File: src/design/dnle_pkg.sv
// shared types, constants and helpers for the dns name label encoder
// no dependencies
package dnle_pkg;

  localparam int unsigned MAX_LABEL  = 62;
  localparam int unsigned CNT_W      = 6;
  localparam int unsigned FULL_ADR_W = CNT_W + 1;
  localparam int unsigned ELEN_W     = 10;
  localparam logic [7:0]  DOT_CHAR   = 8'h2E;
  localparam logic [ELEN_W-1:0] LEN_SAT = '1;

  typedef struct packed {
    logic [7:0] char_in;
    logic       end_of_name;
  } in_item_t;

  typedef struct packed {
    logic [7:0]        out_byte;
    logic              last;
    logic              label_truncated;
    logic [ELEN_W-1:0] encoded_length;
  } out_item_t;

  // one flush request from front to back
  typedef struct packed {
    logic             bank;
    logic [CNT_W-1:0] count;
    logic             trunc;
    logic             last;
  } cmd_t;

  // back tells front that a buffer bank was fully replayed
  typedef struct packed {
    logic valid;
    logic bank;
  } release_t;

  typedef enum logic [1:0] {
    BK_IDLE,
    BK_LEN,
    BK_DATA,
    BK_TERM
  } back_state_e;

  // bank 1 sits right above bank 0 in the label buffer
  function automatic logic [FULL_ADR_W-1:0] buf_addr(logic bank, logic [CNT_W-1:0] idx,
                                                     logic [CNT_W-1:0] base);
    logic [FULL_ADR_W-1:0] off;
    off = bank ? {1'b0, base} : '0;
    return off + {1'b0, idx};
  endfunction

endpackage

File: src/design/dnle_ram.sv
// generic single write, single read ram with registered read data
// no dependencies
module dnle_ram #(
  parameter int unsigned Width = 8,
  parameter int unsigned Depth = 124,
  localparam int unsigned AddrW = (Depth > 1) ? $clog2(Depth) : 1
) (
  input  logic             clk_i,
  input  logic             we_i,
  input  logic [AddrW-1:0] waddr_i,
  input  logic [Width-1:0] wdata_i,
  input  logic             re_i,
  input  logic [AddrW-1:0] raddr_i,
  output logic [Width-1:0] rdata_o
);

  logic [Width-1:0] mem_q [Depth];
  logic [Width-1:0] rdata_q;

  always_ff @(posedge clk_i) begin
    if (we_i) begin
      mem_q[waddr_i] <= wdata_i;
    end
    if (re_i) begin
      rdata_q <= mem_q[raddr_i];
    end
  end

  assign rdata_o = rdata_q;

endmodule

File: src/design/dnle_cmd_fifo.sv
// two entry queue of flush requests between front and back
// depends on dnle_pkg
module dnle_cmd_fifo import dnle_pkg::*; (
  input  logic clk_i,
  input  logic rst_ni,
  input  logic push_i,
  input  cmd_t push_data_i,
  output logic full_o,
  input  logic pop_i,
  output logic empty_o,
  output cmd_t pop_data_o
);

  cmd_t       mem_q [2];
  logic       wptr_q, wptr_d;
  logic       rptr_q, rptr_d;
  logic [1:0] fill_q, fill_d;

  assign full_o     = (fill_q == 2'd2);
  assign empty_o    = (fill_q == 2'd0);
  assign pop_data_o = mem_q[rptr_q];

  always_comb begin
    wptr_d = wptr_q;
    rptr_d = rptr_q;
    fill_d = fill_q;
    if (push_i) begin
      wptr_d = ~wptr_q;
    end
    if (pop_i) begin
      rptr_d = ~rptr_q;
    end
    if (push_i && !pop_i) begin
      fill_d = fill_q + 2'd1;
    end else if (pop_i && !push_i) begin
      fill_d = fill_q - 2'd1;
    end
  end

  always_ff @(posedge clk_i or negedge rst_ni) begin
    if (!rst_ni) begin
      wptr_q <= 1'b0;
      rptr_q <= 1'b0;
      fill_q <= 2'd0;
    end else begin
      wptr_q <= wptr_d;
      rptr_q <= rptr_d;
      fill_q <= fill_d;
    end
  end

  always_ff @(posedge clk_i) begin
    if (push_i) begin
      mem_q[wptr_q] <= push_data_i;
    end
  end

endmodule

File: src/design/dnle_front.sv
// front part: takes characters, fills the current buffer bank, issues flush requests
// depends on dnle_pkg
module dnle_front import dnle_pkg::*; #(
  parameter int unsigned MaxLabel = MAX_LABEL,
  localparam int unsigned AddrW = $clog2(2 * MaxLabel)
) (
  input  logic             clk_i,
  input  logic             rst_ni,
  input  logic             in_valid_i,
  input  in_item_t         in_data_i,
  output logic             in_stall_o,
  output logic             we_o,
  output logic [AddrW-1:0] waddr_o,
  output logic [7:0]       wdata_o,
  output logic             push_o,
  output cmd_t             push_data_o,
  input  logic             full_i,
  input  release_t         release_i
);

  localparam logic [CNT_W-1:0] MaxCnt = CNT_W'(MaxLabel);

  logic             bank_q, bank_d;
  logic [CNT_W-1:0] count_q, count_d;
  logic             ovf_q, ovf_d;
  logic [1:0]       busy_q, busy_d;
  logic             accept;
  logic             is_dot;
  logic             flush;
  logic [FULL_ADR_W-1:0] addr_full;

  // wait while the queue is full or the back still replays the bank we would fill
  assign in_stall_o = full_i || busy_q[bank_q];
  assign accept     = in_valid_i && !in_stall_o;
  assign is_dot     = (in_data_i.char_in == DOT_CHAR);
  assign flush      = in_data_i.end_of_name || is_dot;

  assign addr_full = buf_addr(bank_q, count_q, MaxCnt);
  assign waddr_o   = addr_full[AddrW-1:0];
  assign wdata_o   = in_data_i.char_in;
  assign we_o      = accept && !flush && (count_q < MaxCnt);

  // an end item always goes to the back for the terminator, a dot only with characters
  assign push_o = accept && (in_data_i.end_of_name || (is_dot && count_q != '0));
  assign push_data_o = '{bank: bank_q, count: count_q, trunc: ovf_q,
                         last: in_data_i.end_of_name};

  always_comb begin
    bank_d  = bank_q;
    count_d = count_q;
    ovf_d   = ovf_q;
    busy_d  = busy_q;
    if (release_i.valid) begin
      busy_d[release_i.bank] = 1'b0;
    end
    if (accept) begin
      if (flush) begin
        if (count_q != '0) begin
          busy_d[bank_q] = 1'b1;
          bank_d         = ~bank_q;
        end
        count_d = '0;
        ovf_d   = 1'b0;
      end else if (count_q < MaxCnt) begin
        count_d = count_q + CNT_W'(1);
      end else begin
        ovf_d = 1'b1;
      end
    end
  end

  always_ff @(posedge clk_i or negedge rst_ni) begin
    if (!rst_ni) begin
      bank_q  <= 1'b0;
      count_q <= '0;
      ovf_q   <= 1'b0;
      busy_q  <= 2'b00;
    end else begin
      bank_q  <= bank_d;
      count_q <= count_d;
      ovf_q   <= ovf_d;
      busy_q  <= busy_d;
    end
  end

endmodule

File: src/design/dnle_back.sv
// back part: replays a buffered label as length byte and characters, adds the terminator
// depends on dnle_pkg
module dnle_back import dnle_pkg::*; #(
  parameter int unsigned MaxLabel = MAX_LABEL,
  localparam int unsigned AddrW = $clog2(2 * MaxLabel)
) (
  input  logic             clk_i,
  input  logic             rst_ni,
  input  logic             empty_i,
  input  cmd_t             cmd_i,
  output logic             pop_o,
  output logic             re_o,
  output logic [AddrW-1:0] raddr_o,
  input  logic [7:0]       rdata_i,
  output release_t         release_o,
  output logic             out_valid_o,
  output out_item_t        out_data_o,
  input  logic             out_stall_i
);

  localparam logic [CNT_W-1:0] MaxCnt = CNT_W'(MaxLabel);

  back_state_e       state_q, state_d;
  cmd_t              cmd_q;
  logic [CNT_W-1:0]  idx_q, idx_d;
  logic [ELEN_W-1:0] nbytes_q, nbytes_d;
  logic              out_valid_q;
  out_item_t         out_q;
  logic              slot_free;
  logic              emit;
  out_item_t         emit_item;
  logic [CNT_W-1:0]  idx_next;
  logic              more;
  logic [CNT_W-1:0]  rd_idx;
  logic [FULL_ADR_W-1:0] addr_full;
  logic [ELEN_W-1:0] nbytes_inc;

  assign slot_free  = !out_valid_q || !out_stall_i;
  assign idx_next   = idx_q + CNT_W'(1);
  assign more       = (idx_next < cmd_q.count);
  assign nbytes_inc = (nbytes_q == LEN_SAT) ? LEN_SAT : nbytes_q + ELEN_W'(1);
  assign addr_full  = buf_addr(cmd_q.bank, rd_idx, MaxCnt);
  assign raddr_o    = addr_full[AddrW-1:0];

  // next state
  always_comb begin
    state_d = state_q;
    case (state_q)
      BK_IDLE: begin
        if (!empty_i) begin
          state_d = (cmd_i.count != '0) ? BK_LEN : BK_TERM;
        end
      end
      BK_LEN: begin
        if (slot_free) begin
          state_d = BK_DATA;
        end
      end
      BK_DATA: begin
        if (slot_free && !more) begin
          state_d = cmd_q.last ? BK_TERM : BK_IDLE;
        end
      end
      BK_TERM: begin
        if (slot_free) begin
          state_d = BK_IDLE;
        end
      end
      default: state_d = BK_IDLE;
    endcase
  end

  // outputs
  always_comb begin
    pop_o     = 1'b0;
    re_o      = 1'b0;
    rd_idx    = '0;
    emit      = 1'b0;
    emit_item = '0;
    release_o = '{valid: 1'b0, bank: cmd_q.bank};
    idx_d     = idx_q;
    case (state_q)
      BK_IDLE: begin
        pop_o = !empty_i;
      end
      BK_LEN: begin
        if (slot_free) begin
          emit                      = 1'b1;
          emit_item.out_byte        = 8'(cmd_q.count);
          emit_item.label_truncated = cmd_q.trunc;
          // prefetch the first character alongside the length byte
          re_o  = 1'b1;
          idx_d = '0;
        end
      end
      BK_DATA: begin
        if (slot_free) begin
          emit               = 1'b1;
          emit_item.out_byte = rdata_i;
          if (more) begin
            re_o   = 1'b1;
            rd_idx = idx_next;
            idx_d  = idx_next;
          end else begin
            release_o.valid = 1'b1;
          end
        end
      end
      BK_TERM: begin
        if (slot_free) begin
          emit                     = 1'b1;
          emit_item.last           = 1'b1;
          emit_item.encoded_length = nbytes_inc;
        end
      end
      default: ;
    endcase
  end

  always_comb begin
    nbytes_d = nbytes_q;
    if (emit) begin
      nbytes_d = emit_item.last ? '0 : nbytes_inc;
    end
  end

  always_ff @(posedge clk_i or negedge rst_ni) begin
    if (!rst_ni) begin
      state_q     <= BK_IDLE;
      idx_q       <= '0;
      nbytes_q    <= '0;
      out_valid_q <= 1'b0;
    end else begin
      state_q  <= state_d;
      idx_q    <= idx_d;
      nbytes_q <= nbytes_d;
      if (emit) begin
        out_valid_q <= 1'b1;
      end else if (!out_stall_i) begin
        out_valid_q <= 1'b0;
      end
    end
  end

  always_ff @(posedge clk_i) begin
    if (pop_o) begin
      cmd_q <= cmd_i;
    end
    if (emit) begin
      out_q <= emit_item;
    end
  end

  assign out_valid_o = out_valid_q;
  assign out_data_o  = out_q;

endmodule

File: src/design/dns_name_label_encoder.sv
// top level of the dns name label encoder
// depends on dnle_pkg, dnle_front, dnle_cmd_fifo, dnle_back, dnle_ram
//
// input channel: one host name character per request, or an end-of-name
// request that closes the name. output channel: one encoded byte per request,
// a length byte before each label's characters, then a zero terminator with
// last set and the total encoded length (saturating at 1023).
// both channels use valid/stall; a request moves when valid is high and stall low.
// the front takes one character per cycle, unless stalled, into a two-bank label buffer.
// a dot or end request queues a flush; the back pops each flush request, sends
// the length byte, then replays the bank through the buffer's single read port
// at one byte per cycle while the receiver does not stall, and sends the
// terminator after an end request. the front keeps filling the other bank
// meanwhile and stalls only when both banks wait for replay or the two-entry
// flush queue is full. the first output byte of a label appears once the flush
// request has passed the queue, the back's idle and length states and the
// output register.
// reset empties the queue, drops any partial label and clears the byte count.
// when the receiver stalls, the output register holds its byte, the back
// waits, and the front runs on until the queue or the banks fill up.
module dns_name_label_encoder import dnle_pkg::*; #(
  parameter int unsigned MaxLabel = MAX_LABEL
) (
  input  logic      clk_i,
  input  logic      rst_ni,
  input  logic      in_valid_i,
  input  in_item_t  in_data_i,
  output logic      in_stall_o,
  output logic      out_valid_o,
  output out_item_t out_data_o,
  input  logic      out_stall_i
);

  localparam int unsigned Depth = 2 * MaxLabel;
  localparam int unsigned AddrW = $clog2(Depth);

  logic             we;
  logic [AddrW-1:0] waddr;
  logic [7:0]       wdata;
  logic             re;
  logic [AddrW-1:0] raddr;
  logic [7:0]       rdata;
  logic             push;
  cmd_t             push_data;
  logic             full;
  logic             pop;
  logic             empty;
  cmd_t             pop_data;
  release_t         rel;

  dnle_front #(.MaxLabel(MaxLabel)) u_front (
    .clk_i       (clk_i),
    .rst_ni      (rst_ni),
    .in_valid_i  (in_valid_i),
    .in_data_i   (in_data_i),
    .in_stall_o  (in_stall_o),
    .we_o        (we),
    .waddr_o     (waddr),
    .wdata_o     (wdata),
    .push_o      (push),
    .push_data_o (push_data),
    .full_i      (full),
    .release_i   (rel)
  );

  dnle_cmd_fifo u_fifo (
    .clk_i       (clk_i),
    .rst_ni      (rst_ni),
    .push_i      (push),
    .push_data_i (push_data),
    .full_o      (full),
    .pop_i       (pop),
    .empty_o     (empty),
    .pop_data_o  (pop_data)
  );

  dnle_ram #(.Width(8), .Depth(Depth)) u_ram (
    .clk_i   (clk_i),
    .we_i    (we),
    .waddr_i (waddr),
    .wdata_i (wdata),
    .re_i    (re),
    .raddr_i (raddr),
    .rdata_o (rdata)
  );

  dnle_back #(.MaxLabel(MaxLabel)) u_back (
    .clk_i       (clk_i),
    .rst_ni      (rst_ni),
    .empty_i     (empty),
    .cmd_i       (pop_data),
    .pop_o       (pop),
    .re_o        (re),
    .raddr_o     (raddr),
    .rdata_i     (rdata),
    .release_o   (rel),
    .out_valid_o (out_valid_o),
    .out_data_o  (out_data_o),
    .out_stall_i (out_stall_i)
  );

  // the terminator is a plain zero byte with no truncation flag
  a_term_shape: assert property (@(posedge clk_i) disable iff (!rst_ni)
    out_valid_o && out_data_o.last |->
      out_data_o.out_byte == 8'h00 && !out_data_o.label_truncated)
    else $error("terminator carries a nonzero byte or truncation flag");

  // the length only shows on the terminator
  a_len_on_last: assert property (@(posedge clk_i) disable iff (!rst_ni)
    out_valid_o && !out_data_o.last |-> out_data_o.encoded_length == '0)
    else $error("encoded length outside the terminator");

  // a truncated label always reports the full limit
  a_trunc_len: assert property (@(posedge clk_i) disable iff (!rst_ni)
    out_valid_o && out_data_o.label_truncated |-> out_data_o.out_byte == 8'(MaxLabel))
    else $error("truncated label with wrong length byte");

  // the queue is never written while full nor read while empty
  a_queue_bounds: assert property (@(posedge clk_i) disable iff (!rst_ni)
    !(push && full) && !(pop && empty))
    else $error("flush queue overflow or underflow");

endmodule
File: config.mk
export PLATFORM = sky130hd
export DESIGN_NAME = dns_name_label_encoder
export DESIGN_NICKNAME = d
export VERILOG_FILES = /design/src/design/dnle_pkg.sv /design/src/design/dnle_ram.sv /design/src/design/dnle_cmd_fifo.sv /design/src/design/dnle_front.sv /design/src/design/dnle_back.sv /design/src/design/dns_name_label_encoder.sv
export SDC_FILE = /design/constraint.sdc
export NUM_CORES = 1
export LEC_CHECK = 0
export BUFFER_PORTS_ARGS = -buffer_cell sky130_fd_sc_hd__clkbuf_2
export CAP_MARGIN = 5
export CORE_MARGIN = 2
export CORE_UTILIZATION = 35
export CTS_BUF_LIST = sky130_fd_sc_hd__clkbuf_8
export CTS_CLUSTER_DIAMETER = 200
export DETAILED_ROUTE_END_ITERATION = 10
export PLACE_DENSITY_LB_ADDON = 0.25
export RECOVER_POWER = 25
export SYNTH_ARGS = -nofsm -noshare
export SYNTH_HDL_FRONTEND = slang
export SYNTH_SLANG_ARGS = --single-unit
File: constraint.sdc
create_clock -name clk_i -period 7 [get_ports clk_i]
set_input_delay 0 -clock clk_i [delete_from_list [all_inputs] [get_ports clk_i]]
set_output_delay 0 -clock clk_i [all_outputs]
set_load 0.01 [all_outputs]
==> summary.md <==
| Metric | Value |
|---|---|
| Clock transition at path regs | ~0.060 ns |
| Hold Path Stages | 5 |
| Die ar. | 128000 um^2 |
| Die W | between 300 and 400 um |
| Largest net degree at the start of global routing | 104 |
| Die height | 357 um |
| Synth area leaders | edfxtp_1, mux4_2, nand2_1 |
| Failing checks | capacitance limit, slew limit |
| Clock Skew | 0.0545 ns |
| Top_reg_cell synth | edfxtp_1 |
| Setup violations, final | 0 |
| Seq/Total Area, Yosys | 0.738 |
| Dpl hpwl | 78.7 mm |
| VDD IR max | between 0.2 and 0.25 mV |
| R2R depth | 19 |
| Number of synthesized flops with an enable pin | 1047 |
| Register-to-register setup slack | 0.49 ns |
| Synth Cell Area | 43700 um^2 |
| Fmax | around 150 MHz |
| Total iterations of the first detailed-routing run | 5 |
| R2r startpoint | u_back.idx_q[0]$_DFFE_PN0P_ |
| CTS tree | done |
| Status | finished with violations |
| Crit. End Element | flip-flop |
| First-pass GRT wire length | about 180 mm |
| Initial antenna violation count | 5 |
| Max-Cap Viols | 11 |
| Pin slew with the least headroom to its limit | 4.08 ns |
| Vias after detailed routing | 25.7k |
| CP Max Fanout | 62 |
| Fraction of layout cells with a size suffix above 1 | 0.163 |
| Mapped Cells | 2688 |
| CP startpoint kind | input pin |
| Drt first-iter violations | 2937 |
| Crit Path Category | input pin to flip-flop |
| Critical Path End | u_ram.mem_q[7][6]$_DFFE_PP_ |
| RSZ-0062 raised after global routing | false |
| Yosys warns | 0 |
| Clock Tree Buf Depth | 3 |
| Final worst slack | 0.474 ns |
| Routability Congestion | 0.939 |
| Critical Path RT | ~7.4 ns |
| Sink Count | 1080 |
| Mean post-synth cell area | 16.3 um^2 |
| Vias in the first global route | 25.8k |
| Via density | roughly 5.6 |
| Filler cells | approximately 11k |
| Area occupied by multi-input gates | approximately 11000 um^2 |
| Reg2reg end | u_ram.rdata_o[5]$_DFFE_PP_ |
| Overall routing resource usage | 0.197 |
| Relative slew slack | -1.72 |
| Antenna-violating nets left | 0 |
| Fin Setup TNS | 0 ns |
| Ports | 35 |
| Arr. time, crit path | 6.97 ns |
| Starting density of the core | 0.353 |
| Period minus WS final | about 6.5 ns |
| Layout area overhead | 12.7% |
| DP Worst Slack | 0.575 ns |
| Number of remaining DRC errors | 0 |
| Max-slew violation count | 644 |
| HP Start | in_valid_i |
| Worst skew pair latency | approximately 0.85 ns |
| Root buffer cell | clkbuf_8 |
| Cell row count | 129 |
| Routed WL per cell | 27.1 um |
| Distinct cell type count after synthesis | 78 |
| Worst Hold Class | input pin to flip-flop |
| Flops & latches, synth | 1080 |
| PortBufs | 34 |
| H-tree depth | 4 |
| Fin. Hold Viols | 0 |
| Synthesized Nets | about 2.7k |
| Register area | ~32000 um^2 |
| Yosys top cell area share | 0.720 |
| Num CTS Buffers | between 150 and 200 |
| Grt total ovfl | 0 |
| Area leader, netlist | edfxtp_1 |
| Post-Route WL | approximately 130 mm |
| Async SR Flop Fraction | 0.0306 |
| Pleak | about 16 nW |
| Setup Buffers After CTS | 0 |
| P per Cell Area | 362 nW/um^2 |
| Worst Setup SP | in_data_i[5] |
| CORE AREA | 124000 um^2 |
| Final net count | 2877 |
| Final period utilization | 0.932 |
cell usage in the layout, fill, tap and decap left out, types with 12 or more instances in the layout:
master | synthesis | layout
mux2_2 | 13 | 13
nor2_1 | 209 | 206
a211oi_1 | 35 | 35
dfrtp_1 | 33 | 33
nand4_1 | 22 | 22
mux4_2 | 132 | 132
o21ai_0 | 56 | 56
ha_1 | 25 | 24
a32oi_1 | 18 | 18
nor3_1 | 20 | 20
clkbuf_8 | 0 | 179
o2111ai_1 | 18 | 18
a22oi_1 | 17 | 17
clkbuf_1 | 81 | 18
a21oi_1 | 124 | 124
nand3_1 | 86 | 82
nand2_1 | 345 | 342
or3_1 | 20 | 20
inv_1 | 31 | 88
clkinv_2 | 0 | 22
clkbuf_2 | 0 | 24
mux2i_1 | 34 | 34
buf_4 | 17 | 57
a31oi_1 | 25 | 25
dlygate4sd3_1 | 0 | 14
edfxtp_1 | 1047 | 1047
and3_1 | 28 | 28
clkinv_1 | 1 | 45
xor2_1 | 13 | 12
synthesized netlist by cell type (all sizes together) (10+ instances only):
master	count
mux2	13
inv	31
dfrtp	33
a31oi	25
edfxtp	1047
a22oi	17
a211oi	35
o2111ai	20
nand4	22
mux4	140
mux2i	34
and3	28
xor2	13
nand2	346
buf	63
or3	20
a32oi	18
nor2b	11
ha	25
xnor2	10
a21oi	124
clkbuf	82
nor3	20
nand3	86
o21ai	59
o311ai	14
or4	13
a22o	11
nor2	210
worst min path at each step:
stage	slack, ns	to
3_5_place_dp	0.18	u_back.nbytes_q[7]$_DFFE_PN0P_
4_1_cts	0.02	u_ram.mem_q[113][2]$_DFFE_PP_
2_1_floorplan	-0.30	u_back.idx_q[0]$_DFFE_PN0P_
6_report	0.19	u_front.ovf_q$_DFFE_PN0P_
5_1_grt	0.16	u_front.ovf_q$_DFFE_PN0P_
3_3_place_gp	0.17	u_back.nbytes_q[9]$_DFFE_PN0P_
routing by layer:
layer	global-route usage	vias to the layer above	wire length, um
met5	0	-	13
met4	0.0787	2	4610
met3	0.0342	241	9450
met2	0.309	1218	58500
met1	0.272	13300	52700
li1	-	10900	-
cells by family after synthesis:
logic type	count (synthesis)	share of synthesized area
flops	1080	0.738
simple gates	788	0.0795
mux	187	0.0840
buf+inv	177	0.0224
compound gates	406	0.0630
xor+xnor	23	0.00461
fa+ha+maj	27	0.00807
per-stage QoR:
stage | power [W] | cells | hold slack (ns) | util | instance area, um^2
after global placement | 0.0125 | 4282 | 0.173 | 0.370 | 45800
after CTS | 0.0179 | 4619 | 0.0170 | 0.398 | 49300
after floorplan | 0.0105 | 2688 | -0.296 | - | 43700
after detailed placement | 0.0126 | 4282 | 0.181 | 0.370 | 45800
final | 0.0178 | 4624 | 0.189 | 0.398 | 49200
after global routing | 0.0185 | 4623 | 0.162 | 0.398 | 49200
worst max-delay path: stages:
cell           delay, ns
dlygate4sd3_1       0.55
clkbuf_1            2.73
nor4b_1             0.20
buf_4               0.32
a21oi_1             0.36
nand2_1             0.30
nor2_1              0.32
nand3_2             0.88
nor2_1              1.18
layout make-up:
type                    instances  share of cell area
flip-flops and latches       1080               0.655
multi-input cells            1431               0.214
clock buffers                 179              0.0500
well taps                    1637              0.0416
clock inverters               143              0.0186
repair buffers                119              0.0178
inverters                      32             0.00244
diodes                          3            0.000152
repair_timing:
item	in CTS	in global routing
hold buffers	15	0
endpoints found under the hold margin	655	0
resized for setup	0	0
flip-flops by register name, indices dropped and copies added (netlist names):
signal	count
u_front.bank_q	1
u_front.ovf_q	1
u_back.nbytes_q	10
u_front.busy_q	2
u_fifo.wptr_q	1
u_back.release_o	1
u_fifo.rptr_q	1
u_back.cmd_q	8
u_back.out_data_o	20
u_back.idx_q	6
u_front.count_q	6
u_ram.rdata_o	8
u_back.state_q	2
u_fifo.fill_q	2
u_back.out_valid_o	1
u_ram.mem_q	992
u_fifo.mem_q	18
report_power, final:
| group | internal, W | total [W] | leakage (nW) | switching [W] |
|---|---|---|---|---|
| registers | 0.00737 | 0.00754 | 9.87 | 0.000176 |
| clock network | 0.00279 | 0.00532 | 1.94 | 0.00253 |
| logic | 0.00161 | 0.00498 | 4.38 | 0.00337 |
No activity file was read; power rests on OpenSTA's default activity.
